[src/psf_ram.sv]
module psf_ram #(
    parameter int WIDTH = 8,
    parameter int DEPTH = 16
) (
    input  logic                     i_clk,
    input  logic                     i_we,
    input  logic [$clog2(DEPTH)-1:0] i_waddr,
    input  logic [WIDTH-1:0]         i_wdata,
    input  logic [$clog2(DEPTH)-1:0] i_raddr,
    output logic [WIDTH-1:0]         o_rdata
);

    logic [WIDTH-1:0] r_mem [DEPTH];
    logic [WIDTH-1:0] r_rdata;

    // One write port and one registered read port.
    always_ff @(posedge i_clk) begin
        if (i_we) begin
            r_mem[i_waddr] <= i_wdata;
        end
        r_rdata <= r_mem[i_raddr];
    end

    assign o_rdata = r_rdata;

endmodule
[config.mk]
export PLATFORM = sky130hd
export DESIGN_NAME = psf_ram
export DESIGN_NICKNAME = d
export VERILOG_FILES = /design/src/psf_ram.sv
export SDC_FILE = /design/constraint.sdc
export NUM_CORES = 1
export LEC_CHECK = 0
export ABC_CLOCK_PERIOD_IN_PS = 2850
export BUFFER_PORTS_ARGS = -buffer_cell sky130_fd_sc_hd__buf_2
export CORE_MARGIN = 8
export CORE_UTILIZATION = 50
export DETAILED_ROUTE_END_ITERATION = 16
export PLACE_DENSITY = 0.67
export RECOVER_POWER = 25
export SYNTH_ARGS = -nofsm -noshare
export SYNTH_HDL_FRONTEND = slang
export SYNTH_SLANG_ARGS = --single-unit
export TNS_END_PERCENT = 10
[constraint.sdc]
create_clock -name i_clk -period 2.85 [get_ports i_clk]
set_input_delay 0.1425 -clock i_clk [delete_from_list [all_inputs] [get_ports i_clk]]
set_output_delay 0.1425 -clock i_clk [all_outputs]
set_load 0.02 [all_outputs]
==> results of run 1 <==
## power groups by stage
stage	Combinational [W]	Clock, W	Sequential (W)
finish	0.000212	0.00231	0.00225
global route	0.000231	0.00244	0.00225
CTS	0.000217	0.00235	0.00225
detailed placement	0.000213	0	0.00229
global placement	0.000209	0	0.00229
floorplan	0.000114	0	0.00230
## Yosys cell counts (all sizes together)
| cell | instances | share of area [%] |
|---|---|---|
| buf | 7 | 1.1 |
| and2b | 1 | 0.15 |
| dfxtp | 8 | 3.1 |
| edfxtp | 128 | 75 |
| nand3 | 1 | 0.097 |
| a22oi | 16 | 2.3 |
| nor2 | 13 | 0.95 |
| nor3 | 4 | 0.39 |
| nand2 | 9 | 0.66 |
| nor2b | 1 | 0.12 |
| nand2b | 2 | 0.24 |
| mux4 | 32 | 15 |
| clkdlybuf4s25 | 3 | 0.58 |
| and2 | 1 | 0.12 |
| nand3b | 2 | 0.29 |
| or3b | 1 | 0.17 |
## metal layers
metal | vias up | wire, µm
met5 | - | 0
met3 | 14 | 522
met4 | 0 | 162
li1 | 1061 | -
met1 | 1234 | 4061
met2 | 87 | 4817
## through the flow
stage | total power, W | utilization (%) | std cells | worst slack [ns] | hold slack [ns]
2_1_floorplan | 0.002417 | - | 229 | 1.215 | 0.2414
3_3_place_gp | 0.002497 | 53.33 | 385 | 1.128 | 0.5369
3_5_place_dp | 0.002504 | 53.33 | 385 | 1.067 | 0.5472
4_1_cts | 0.004812 | 59.88 | 420 | 1.449 | 0.002051
5_1_grt | 0.004922 | 59.82 | 420 | 1.363 | 0.1798
6_report | 0.004776 | 59.82 | 420 | 1.441 | 0.1871
## placed cells by master, fill, tap and decap left out, types with 2 or more instances in the layout
cell type                       instances
sky130_fd_sc_hd__a22oi_1               16
sky130_fd_sc_hd__buf_2                 20
sky130_fd_sc_hd__buf_4                  4
sky130_fd_sc_hd__bufinv_16              5
sky130_fd_sc_hd__clkbuf_1               7
sky130_fd_sc_hd__clkbuf_16             16
sky130_fd_sc_hd__clkbuf_8               2
sky130_fd_sc_hd__clkinv_2               2
sky130_fd_sc_hd__clkinvlp_4             4
sky130_fd_sc_hd__dfxtp_1                8
sky130_fd_sc_hd__dlygate4sd3_1          3
sky130_fd_sc_hd__edfxtp_1             128
sky130_fd_sc_hd__mux4_1                14
sky130_fd_sc_hd__mux4_2                18
sky130_fd_sc_hd__nand2_1                9
sky130_fd_sc_hd__nand2b_1               2
sky130_fd_sc_hd__nand3b_1               2
sky130_fd_sc_hd__nor2_1                13
sky130_fd_sc_hd__nor3_1                 4
## final cells by class
cell class | instances | area share (%)
clock buffer | 20 | 7.180
clock inverter | 12 | 3.280
multi-input combinational | 83 | 17.43
sequential | 136 | 66.02
tap | 136 | 2.806
timing repair buffer | 33 | 3.280
## critical path, delay by kind of cell (launching register included)
| kind | cells | cell delay [ns] |
|---|---|---|
| flip-flops | 1 | 0.39 |
| AO/OA/AOI/OAI | 1 | 0.29 |
| AND/OR/NAND/NOR | 1 | 0.09 |
| multiplexers | 1 | 0.52 |
## final timing paths
kind | from | to
min | i_waddr[0] | r_mem[0][7]
min reg2reg | r_mem[14][1] | o_rdata[1]
max reg2reg | r_mem[1][3] | o_rdata[3]
max | r_mem[1][3] | o_rdata[3]
## state kept, by name (all words and copies together) (netlist names)
name,count
o_rdata,8
r_mem,128
## cell families after synthesis
logic type	after synthesis
compound gates	16
buf+inv	10
flops	136
mux	32
simple gates	35
## timing repair
| item | CTS | global route |
|---|---|---|
| endpoints found under the hold margin | 38 | 0 |
| buffers inserted | 0 | 0 |
| hold buffers | 3 | 0 |
| resized for setup | 0 | 0 |
==> qor.log, run 1 <==
qor: outcome.run_status finished, final reports clean
qor: worst_setup_path.timing.critical_path.fanout_max 1
qor: layout.final.fill_count 718
qor: sta.timing_max_transition_violations_final 0
qor: layout.diodes 0
qor: worst_setup_path.worst_setup_path_start_kind flip-flop
qor: worst_setup_path.largest_stage_delay_on_the_critical_path 0.52 ns
qor: yosys.synth_top_family_by_area multiplexers
qor: layout.layout-drive-gt1-share 26.06%
qor: layout.area.sequential 4004 µm²
qor: floorplan.design.core.area 10140 µm²
qor: power.power_frac_clock 48.5%
qor: hold_path.hold_depth 3
qor: yosys.netlist_area 5147 µm²
qor: global_routing.grtUsageMet2 23.83%
qor: yosys.post_synth_xor_area_fraction 0%
qor: power.p_switching 0.0009241 W
qor: floorplan.boundaryPins 26
qor: yosys.synth-compound-area-share 2.333%
qor: sta.final_min_period_over_clock_period 49.43%
qor: power.vdd_ir_drop_max 384.6 µV
qor: global_routing.first_global_vias 2527
qor: worst_setup_path.reg2reg_slack 1.44 ns
qor: global_routing.antenna_found_initial 0
qor: yosys.synthCells 229
qor: sta.finalHoldViolCount 0
qor: power.power_frac_seq 47.1%
qor: power.leakage 2.021 nW
qor: sta.max_freq 709.9 MHz
qor: clock_network.worst_setup_hold_path_clk_slew 0.06 ns
qor: placement.dpl-instance-area 5406 µm²
qor: worst_setup_path.worstPathRequired 3.24 ns
qor: floorplan.die_y 117.5 µm
qor: floorplan.dieWidth 117.5 µm
qor: clock_network.numCtsBuffers 17
qor: clock_network.cts_tree built
qor: power.power.internal 0.003851 W
qor: worst_setup_path.critical_path_class flip-flop to flip-flop
qor: route.wl 9.565 mm
qor: global_routing.grt_start_max_net_pins 33
qor: route.detailroute.via_count 2396
qor: clock_network.number_of_h_tree_levels 4
qor: yosys.yosys.area_share.simple 3.184%
qor: sta.clock-skew-final 0.005454 ns
qor: route.drtIter0Drc 101
qor: route.ant_nets 0
qor: yosys.synth-adder-area-share 0%
qor: worst_setup_path.path_cells mux4_1 > a22oi_1 > nand2_1
qor: global_routing.met1_usage 18.18%
qor: run.drv.max_cap_violation_count 0
qor: floorplan.floorplan.die_area 13800 µm²
qor: placement.port_buffers 25
qor: route.vias_per_cell 5.705
qor: clock_network.clock_latency_on_the_worst_skew_pair 0.51 ns
qor: yosys.synth.yosys.seq_area_share 77.78%
qor: sta.worst_pin_slew 0.9550 ns
qor: sta.setup_repair_after_global_routing_missed_its_margin no
qor: power.comb_power_share 4.4%
qor: layout.combined_area_of_the_multi_input_logic_cells 1057 µm²
qor: placement.weighted_congestion_reported_at_the_end_of_routability_driven_placement 0.7155
qor: floorplan.initial_utilization 50.77%
qor: worst_setup_path.worstSetupEndpointType flip-flop
qor: worst_setup_path.critical_path_arrival 1.80 ns
qor: placement.detailed_placement_hpwl 5.813 mm
qor: route.drt-wirelength-per-cell 22.77 µm
qor: power.swShare 19.35%
qor: global_routing.globalRouteOverflowTotal 0
qor: yosys.synthMuxAreaShare 15.02%
qor: global_routing.grt_use_met3 4.940%
qor: global_routing.gr-max-usage-layer met2
qor: clock_network.cts_root_buffer sky130_fd_sc_hd__clkbuf_8
qor: clock_network.max_buffers_root_to_sink 2
qor: yosys.syn_nets 247
qor: route.detail_route.first_pass.iterations 4
qor: yosys.synth_seq_cells 136
qor: clock_network.clock-sinks 136
qor: sta.maxSlewHeadroom 36.10%
qor: worst_setup_path.cpMaxStageDelayCell sky130_fd_sc_hd__mux4_1
qor: power.power.density 787.4 nW/µm²
qor: layout.area_growth_syn_to_layout 17.82%
qor: global_routing.globalRouteTotalUtil 14.86%
qor: hold_path.hold_path_class input pin to flip-flop
qor: yosys.yosys_warns 0
qor: yosys.ys_types 19
qor: sta.report.final.setup_viol 0
qor: sta.min_period 1.409 ns
qor: worst_setup_path.r2r_cells 3
qor: yosys.post_synth.cell_area_avg 22.48 µm²
qor: floorplan.rows 37
qor: route.remaining_drc_errors 0
qor: global_routing.grt_first_pass_wirelength 14.77 mm
qor: sta.finalSetupTns 0 ns
qor: layout.stdcell_area 6065 µm²
qor: layout.fin_nets 289
No activity file was read; power rests on OpenSTA's default activity.
==> inputs of run 2 (changes only) <==
--- a/config.mk
+++ b/config.mk
@@ -5,12 +5,12 @@
 export SDC_FILE = /design/constraint.sdc
 export NUM_CORES = 1
 export LEC_CHECK = 0
-export ABC_CLOCK_PERIOD_IN_PS = 2850
+export ABC_CLOCK_PERIOD_IN_PS = 1150
 export BUFFER_PORTS_ARGS = -buffer_cell sky130_fd_sc_hd__buf_2
 export CORE_MARGIN = 8
 export CORE_UTILIZATION = 50
 export DETAILED_ROUTE_END_ITERATION = 16
-export PLACE_DENSITY = 0.67
+export PLACE_DENSITY = 0.7
 export RECOVER_POWER = 25
 export SYNTH_ARGS = -nofsm -noshare
 export SYNTH_HDL_FRONTEND = slang
==> constraint.sdc (replaced) <==
create_clock -name i_clk -period 1.15 [get_ports i_clk]
set_input_delay 0.0575 -clock i_clk [delete_from_list [all_inputs] [get_ports i_clk]]
set_output_delay 0.0575 -clock i_clk [all_outputs]
set_load 0.02 [all_outputs]
==> qor.log, run 2 (synthesis gave the netlist of run 1 again) <==
qor: worst_setup_path.critical_path_class flip-flop to flip-flop [unchanged]
qor: outcome.run_status finished with violations [was finished, final reports clean]
qor: layout.final.fill_count 674 [was 718]
qor: floorplan.floorplan.die_area 13800 µm² [unchanged]
qor: clock_network.cts_root_buffer sky130_fd_sc_hd__clkbuf_8 [unchanged]
qor: global_routing.first_global_vias 2657 [was 2527]
qor: hold_path.hp-start i_waddr[1] [was i_waddr[0]]
qor: worst_setup_path.worst_setup_path_start_kind flip-flop [unchanged]
qor: floorplan.dieWidth 117.5 µm [unchanged]
qor: global_routing.antenna_found_initial 0 [unchanged]
qor: outcome.violations_in_the_final_reports negative setup slack
qor: sta.finalSetupTns -0.6782 ns [was 0 ns]
qor: layout.mostFrequentLayoutCell sky130_fd_sc_hd__edfxtp_1 [unchanged]
qor: global_routing.grt_start_max_net_pins 17 [was 33]
qor: clock_network.number_of_h_tree_levels 4 [unchanged]
qor: hold_path.hold_depth 3 [unchanged]
qor: floorplan.die_y 117.5 µm [unchanged]
qor: worst_setup_path.timing.critical_path.fanout_max 1 [unchanged]
qor: clock_network.clock-sinks 136 [unchanged]
qor: route.detail_route.first_pass.iterations 4 [unchanged]
qor: sta.finalHoldViolCount 0 [unchanged]
qor: layout.utilization 62.75% [was 59.82%]
qor: clock_network.worst_setup_hold_path_clk_slew 0.06 ns [about the same]
qor: worst_setup_path.critical_path_arrival 1.65 ns [was 1.80 ns]
qor: sta.worst_pin_slew 0.9221 ns [was 0.9550 ns]
qor: sta.report.final.setup_viol 8 [was 0]
qor: worst_setup_path.r2r_end o_rdata[4] [was o_rdata[3]]
qor: clock_network.cts_tree built [unchanged]
qor: clock_network.clock_latency_on_the_worst_skew_pair 0.51 ns [about the same]
qor: layout.regMostFlops r_mem [unchanged]
qor: sta.min_period 1.256 ns [was 1.409 ns]
qor: run.drv.max_cap_violation_count 0 [unchanged]
qor: layout.final_cell_count_no_fill 452 [was 420]
qor: floorplan.rows 37 [unchanged]
qor: power.power 0.01159 W [was 0.004776 W]
qor: worst_setup_path.crit_path_start r_mem[9][4] [was r_mem[1][3]]
qor: power.leakage 2.132 nW [was 2.021 nW]
qor: layout.largest_reg_flops 128 [unchanged]
qor: route.detailroute.via_count 2442 [was 2396]
qor: sta.final_min_period_over_clock_period 109.3% [was 49.43%]
qor: sta.max_freq 795.9 MHz [was 709.9 MHz]
qor: power.vdd_ir_drop_max 898.5 µV [was 384.6 µV]
qor: floorplan.design.core.area 10140 µm² [unchanged]
qor: layout.mostFrequentLayoutCells 128 x sky130_fd_sc_hd__edfxtp_1, 32 x sky130_fd_sc_hd__mux4_2, 27 x sky130_fd_sc_hd__buf_4, 19 x sky130_fd_sc_hd__buf_2, 16 x sky130_fd_sc_hd__clkbuf_16 [was 128 x sky130_fd_sc_hd__edfxtp_1, 20 x sky130_fd_sc_hd__buf_2, 18 x sky130_fd_sc_hd__mux4_2, 16 x sky130_fd_sc_hd__a22oi_1, 16 x sky130_fd_sc_hd__clkbuf_16]
qor: hold_path.hold_critical_path_endpoint r_mem[0][7] [unchanged]
qor: route.drt-wirelength-per-cell 21.44 µm [was 22.77 µm]
qor: placement.weighted_congestion_reported_at_the_end_of_routability_driven_placement 0.7946 [was 0.7155]
qor: route.drtIter0Drc 300 [was 101]
qor: power.power.density 1821 nW/µm² [was 787.4 nW/µm²]
qor: global_routing.globalRouteTotalUtil 14.80% [was 14.86%]
qor: worst_setup_path.worstSetupEndpointType flip-flop [unchanged]
qor: worst_setup_path.reg2reg_slack -0.11 ns [was 1.44 ns]
qor: worst_setup_path.r2r_cells 3 [unchanged]
qor: global_routing.globalRouteOverflowTotal 0 [unchanged]
qor: clock_network.max_buffers_root_to_sink 2 [unchanged]
qor: floorplan.initial_utilization 50.77% [unchanged]
qor: placement.port_buffers 25 [unchanged]
qor: sta.maxSlewHeadroom 38.30% [was 36.10%]
qor: global_routing.grt_first_pass_wirelength 15.18 mm [was 14.77 mm]
qor: route.ant_nets 0 [unchanged]
qor: route.wl 9.692 mm [was 9.565 mm]
qor: worst_setup_path.worstPathRequired 1.54 ns [was 3.24 ns]
qor: sta.clock-skew-final 0.005505 ns [was 0.005454 ns]
qor: layout.area_growth_syn_to_layout 23.60% [was 17.82%]
qor: sta.final.setup.worst_slack -0.1065 ns [was 1.441 ns]
qor: route.remaining_drc_errors 0 [unchanged]
qor: sta.setup_repair_after_global_routing_missed_its_margin yes [was no]
qor: placement.detailed_placement_hpwl 6.238 mm [was 5.813 mm]
qor: placement.dp.cells 412 [was 385]
qor: layout.diodes 0 [unchanged]
qor: hold_path.hold_path_class input pin to flip-flop [unchanged]
qor: sta.timing_max_transition_violations_final 0 [unchanged]
qor: floorplan.boundaryPins 26 [unchanged]
qor: layout.layout-drive-gt1-share 41.14% [was 26.06%]
qor: clock_network.numCtsBuffers 17 [unchanged]
qor: layout.fin_nets 321 [was 289]
qor: route.vias_per_cell 5.403 [was 5.705]
qor: worst_setup_path.r2r-start r_mem[9][4] [was r_mem[1][3]]
-- run 2: cell types whose count changed in the layout (fill, tap and decap cells not counted), moves of 5 or more --
cell                            change
sky130_fd_sc_hd__a22oi_1           -10
sky130_fd_sc_hd__mux4_1            -14
sky130_fd_sc_hd__buf_12             +5
sky130_fd_sc_hd__inv_6              +5
sky130_fd_sc_hd__mux4_2            +14
sky130_fd_sc_hd__a22oi_2           +10
sky130_fd_sc_hd__buf_4             +23
sky130_fd_sc_hd__dlygate4sd3_1      +5
-- run 2: power by group --
part / switching (W) / internal [W]
Sequential: 0.0000380 / 0.00554
Clock: 0.00203 / 0.00333
Combinational: 0.000348 / 0.000294
-- run 2: how the worst max path moves through the flow --
stage                     slack, ns  cells after the start           to
final                         -0.11                      3   o_rdata[4]
after global routing          -0.15                      3   o_rdata[4]
after CTS                     -0.11                      3   o_rdata[4]
after detailed placement      -0.32                      6   o_rdata[4]
after global placement        -0.31                      6   o_rdata[4]
after floorplan                -0.1                      2  r_mem[4][0]
-- run 2: layout make-up --
type / count / area [µm²] / area share, %
sequential: 136 / 4004 / 62.93
multi-input combinational: 83 / 1081 / 16.99
timing repair buffer: 65 / 516.7 / 8.122
clock buffer: 19 / 421.7 / 6.627
tap: 136 / 170.2 / 2.675
clock inverter: 13 / 168.9 / 2.655
-- run 2: what timing repair did --
item | in CTS | in global routing
pin swaps | 9 | 1
hold buffers | 8 | 0
setup endpoints to repair | 9 | 10
resized for setup | 21 | 5
hold endpoints to repair | 128 | 0
buffers inserted | 0 | 0
-- run 2: per-stage QoR --
stage                     setup slack [ns]  hold WS (ns)  instance area, µm²
after global routing               -0.1486       0.07802                6362
after detailed placement           -0.3229        0.4518                5698
final                              -0.1065       0.09537                6362
after CTS                          -0.1062       0.06511                6366
after floorplan                   -0.09908        0.1564                5174
after global placement             -0.3149        0.4375                5698
-- run 2: critical path, stage by stage (launching register included) --
cell and delay (ns):
sky130_fd_sc_hd__edfxtp_1 0.37, sky130_fd_sc_hd__mux4_2 0.47, sky130_fd_sc_hd__a22oi_2 0.22, sky130_fd_sc_hd__nand2_1 0.08
-- run 2: per-layer routing --
metal	wire length, µm	GRT usage, %
met1	3913	19.06
met2	5087	23.37
met3	597	4.508
met4	95	5.284
met5	0	0
==> inputs of run 3 (changes only) <==
==> constraint.sdc (replaced) <==
create_clock -name i_clk -period 1.15 [get_ports i_clk]
set_input_delay 0.115 -clock i_clk [delete_from_list [all_inputs] [get_ports i_clk]]
set_output_delay 0.115 -clock i_clk [all_outputs]
set_load 0.02 [all_outputs]
==> qor.log, run 3 (synthesis gave the netlist of run 1 again) <==
qor: outcome.run_status finished with violations [unchanged]
qor: outcome.violations_in_the_final_reports negative setup slack [unchanged]
qor: global_routing.globalRouteOverflowTotal 0 [unchanged]
qor: placement.port_buffers 25 [unchanged]
qor: route.detail_route.first_pass.iterations 4 [unchanged]
qor: layout.final_cell_count_no_fill 454 [was 452]
qor: sta.report.final.setup_viol 8 [unchanged]
qor: worst_setup_path.largest_stage_delay_on_the_critical_path 0.47 ns [about the same]
qor: route.ant_nets 0 [unchanged]
qor: sta.fin_hold_ws 0.1819 ns [was 0.09537 ns]
qor: floorplan.design.core.area 10140 µm² [unchanged]
qor: route.drtIter0Drc 294 [was 300]
qor: sta.setup_repair_after_global_routing_missed_its_margin yes [unchanged]
qor: power.swShare 19.82% [was 20.89%]
qor: placement.detailed_placement_hpwl 6.300 mm [was 6.238 mm]
qor: power.power_frac_seq 49.0% [was 48.2%]
qor: clock_network.clock-sinks 136 [unchanged]
qor: clock_network.worst_setup_hold_path_clk_slew 0.06 ns [about the same]
qor: floorplan.die_y 117.5 µm [unchanged]
qor: worst_setup_path.cp.buffers_inverters 0 [unchanged]
qor: placement.weighted_congestion_reported_at_the_end_of_routability_driven_placement 0.7927 [was 0.7946]
qor: worst_setup_path.timing.critical_path.fanout_max 1 [unchanged]
qor: floorplan.initial_utilization 50.77% [unchanged]
qor: run.drv.max_cap_violation_count 0 [unchanged]
qor: clock_network.cts_tree built [unchanged]
qor: worst_setup_path.path_cells mux4_2 > a22oi_2 > nand2_1 [unchanged]
qor: sta.max_freq 784.5 MHz [was 795.9 MHz]
qor: layout.mostFrequentLayoutCells 128 x sky130_fd_sc_hd__edfxtp_1, 32 x sky130_fd_sc_hd__mux4_2, 31 x sky130_fd_sc_hd__buf_4, 17 x sky130_fd_sc_hd__buf_2, 16 x sky130_fd_sc_hd__clkbuf_16 [was 128 x sky130_fd_sc_hd__edfxtp_1, 32 x sky130_fd_sc_hd__mux4_2, 27 x sky130_fd_sc_hd__buf_4, 19 x sky130_fd_sc_hd__buf_2, 16 x sky130_fd_sc_hd__clkbuf_16]
qor: sta.maxSlewHeadroom 39.38% [was 38.30%]
qor: worst_setup_path.worstSetupEndpointType flip-flop [unchanged]
qor: sta.final.setup.worst_slack -0.1246 ns [was -0.1065 ns]
qor: sta.finalHoldViolCount 0 [unchanged]
qor: layout.largest_reg_flops 128 [unchanged]
qor: power.power.density 1789 nW/µm² [was 1821 nW/µm²]
qor: clock_network.cts_root_buffer sky130_fd_sc_hd__clkbuf_8 [unchanged]
qor: power.power_frac_clock 45.3% [was 46.3%]
qor: layout.fin_nets 323 [was 321]
qor: floorplan.dieWidth 117.5 µm [unchanged]
qor: floorplan.rows 37 [unchanged]
qor: power.power 0.01140 W [was 0.01159 W]
qor: placement.dp.cells 414 [was 412]
qor: layout.layout-drive-gt1-share 41.82% [was 41.14%]
qor: sta.timing_max_transition_violations_final 0 [unchanged]
qor: global_routing.grt_start_max_net_pins 17 [unchanged]
qor: floorplan.boundaryPins 26 [unchanged]
qor: clock_network.post_cts.repair.setup_buffers 0 [unchanged]
qor: worst_setup_path.critical_path_class flip-flop to flip-flop [unchanged]
qor: power.leakage 2.137 nW [was 2.132 nW]
qor: route.vias_per_cell 5.568 [was 5.403]
qor: sta.clock-skew-final 0.009754 ns [was 0.005505 ns]
qor: power.p_switching 0.002259 W [was 0.002421 W]
qor: clock_network.numCtsBuffers 17 [unchanged]
qor: sta.worst_pin_slew 0.9060 ns [was 0.9221 ns]
qor: worst_setup_path.cp_delay_by_family_top multiplexers [unchanged]
qor: hold_path.hold_path_class input pin to flip-flop [unchanged]
qor: layout.diodes 0 [unchanged]
qor: worst_setup_path.cpMaxStageDelayCell sky130_fd_sc_hd__mux4_2 [unchanged]
qor: clock_network.max_buffers_root_to_sink 2 [unchanged]
qor: power.vdd_ir_drop_max 1457 µV [was 898.5 µV]
qor: worst_setup_path.critical_path_arrival 1.65 ns [about the same]
qor: sta.final_min_period_over_clock_period 110.8% [was 109.3%]
qor: route.wl 9.865 mm [was 9.692 mm]
qor: worst_setup_path.worstPathRequired 1.53 ns [was 1.54 ns]
qor: power.comb_power_share 5.7% [was 5.5%]
qor: clock_network.clock_latency_on_the_worst_skew_pair 0.50 ns [was 0.51 ns]
qor: power.power.internal 0.009140 W [was 0.009167 W]
qor: route.remaining_drc_errors 0 [unchanged]
qor: layout.mostFrequentLayoutCell sky130_fd_sc_hd__edfxtp_1 [unchanged]
qor: clock_network.number_of_h_tree_levels 4 [unchanged]
qor: global_routing.globalRouteTotalUtil 15.12% [was 14.80%]
qor: layout.area_growth_syn_to_layout 23.80% [was 23.60%]
qor: route.detailroute.via_count 2528 [was 2442]
qor: floorplan.floorplan.die_area 13800 µm² [unchanged]
qor: global_routing.grt_first_pass_wirelength 15.43 mm [was 15.18 mm]
qor: global_routing.antenna_found_initial 0 [unchanged]
qor: global_routing.first_global_vias 2746 [was 2657]
qor: layout.regMostFlops r_mem [unchanged]
qor: sta.min_period 1.275 ns [was 1.256 ns]
qor: route.drt-wirelength-per-cell 21.73 µm [was 21.44 µm]
qor: worst_setup_path.worst_setup_path_start_kind flip-flop [unchanged]
[run 3: cell count changes in the layout (fill, tap and decap cells not counted), moves of 2 or more]
cell	before	now
sky130_fd_sc_hd__buf_4	27	31
sky130_fd_sc_hd__dfxtp_1	8	5
sky130_fd_sc_hd__buf_2	19	17
sky130_fd_sc_hd__inv_6	5	1
sky130_fd_sc_hd__dfxtp_2	0	3
[run 3: final cells by class]
class,instances,area (µm²)
sequential,136,4008
fill,676,3766
multi-input combinational,83,1081
timing repair buffer,67,536.8
clock buffer,20,425.4
tap,136,170.2
clock inverter,12,151.4
[run 3: worst paths after layout]
| check | from | endpoint | slack [ns] | cells after the start |
|---|---|---|---|---|
| worst max-delay path | r_mem[0][7] | o_rdata[7] | -0.12 | 3 |
| worst min-delay path | i_waddr[1] | r_mem[4][2] | 0.18 | 3 |
| worst min register to register | r_mem[12][6] | o_rdata[6] | 0.68 | 3 |
| worst max register to register | r_mem[0][7] | o_rdata[7] | -0.12 | 3 |
[run 3: routing by layer]
layer  up-vias  routed length, µm  global-route usage, %
li1       1116                  -                      -
met1      1306               4097                  18.57
met2        96               5074                  24.04
met3        10                520                  4.604
met4         0                173                  7.286
met5         -                  0                      0
[run 3: metrics by stage]
step / instance area (µm²) / util (%) / TNS, ns / worst slack [ns]
after global placement: 5713 / 56.35 / -12.11 / -0.3715
after floorplan: 5174 / - / -3.223 / -0.1566
final: 6372 / 62.85 / -0.7212 / -0.1246
after global routing: 6372 / 62.85 / -1.085 / -0.1684
after CTS: 6375 / 62.88 / -0.7555 / -0.1125
after detailed placement: 5713 / 56.35 / -14.94 / -0.3648
[run 3: power by group through the flow]
stage	clock network (W)	registers, W	logic [W]
6_report	0.00516	0.00559	0.000653
5_1_grt	0.00550	0.00559	0.000704
4_1_cts	0.00526	0.00559	0.000655
3_5_place_dp	0	0.00568	0.000593
3_3_place_gp	0	0.00567	0.000578
2_1_floorplan	0	0.00571	0.000286
[run 3: repair_timing]
action / CTS / global route
pin swaps: 10 / 5
setup endpoints to repair: 11 / 9
resized for setup: 25 / 5
hold endpoints to repair: 127 / 0
hold buffers: 8 / 0
[run 3: worst register-to-register path, stage by stage, from the launching register on]
cell                       delay [ns]
sky130_fd_sc_hd__edfxtp_1        0.39
sky130_fd_sc_hd__mux4_2          0.47
sky130_fd_sc_hd__a22oi_2         0.22
sky130_fd_sc_hd__nand2_1         0.08
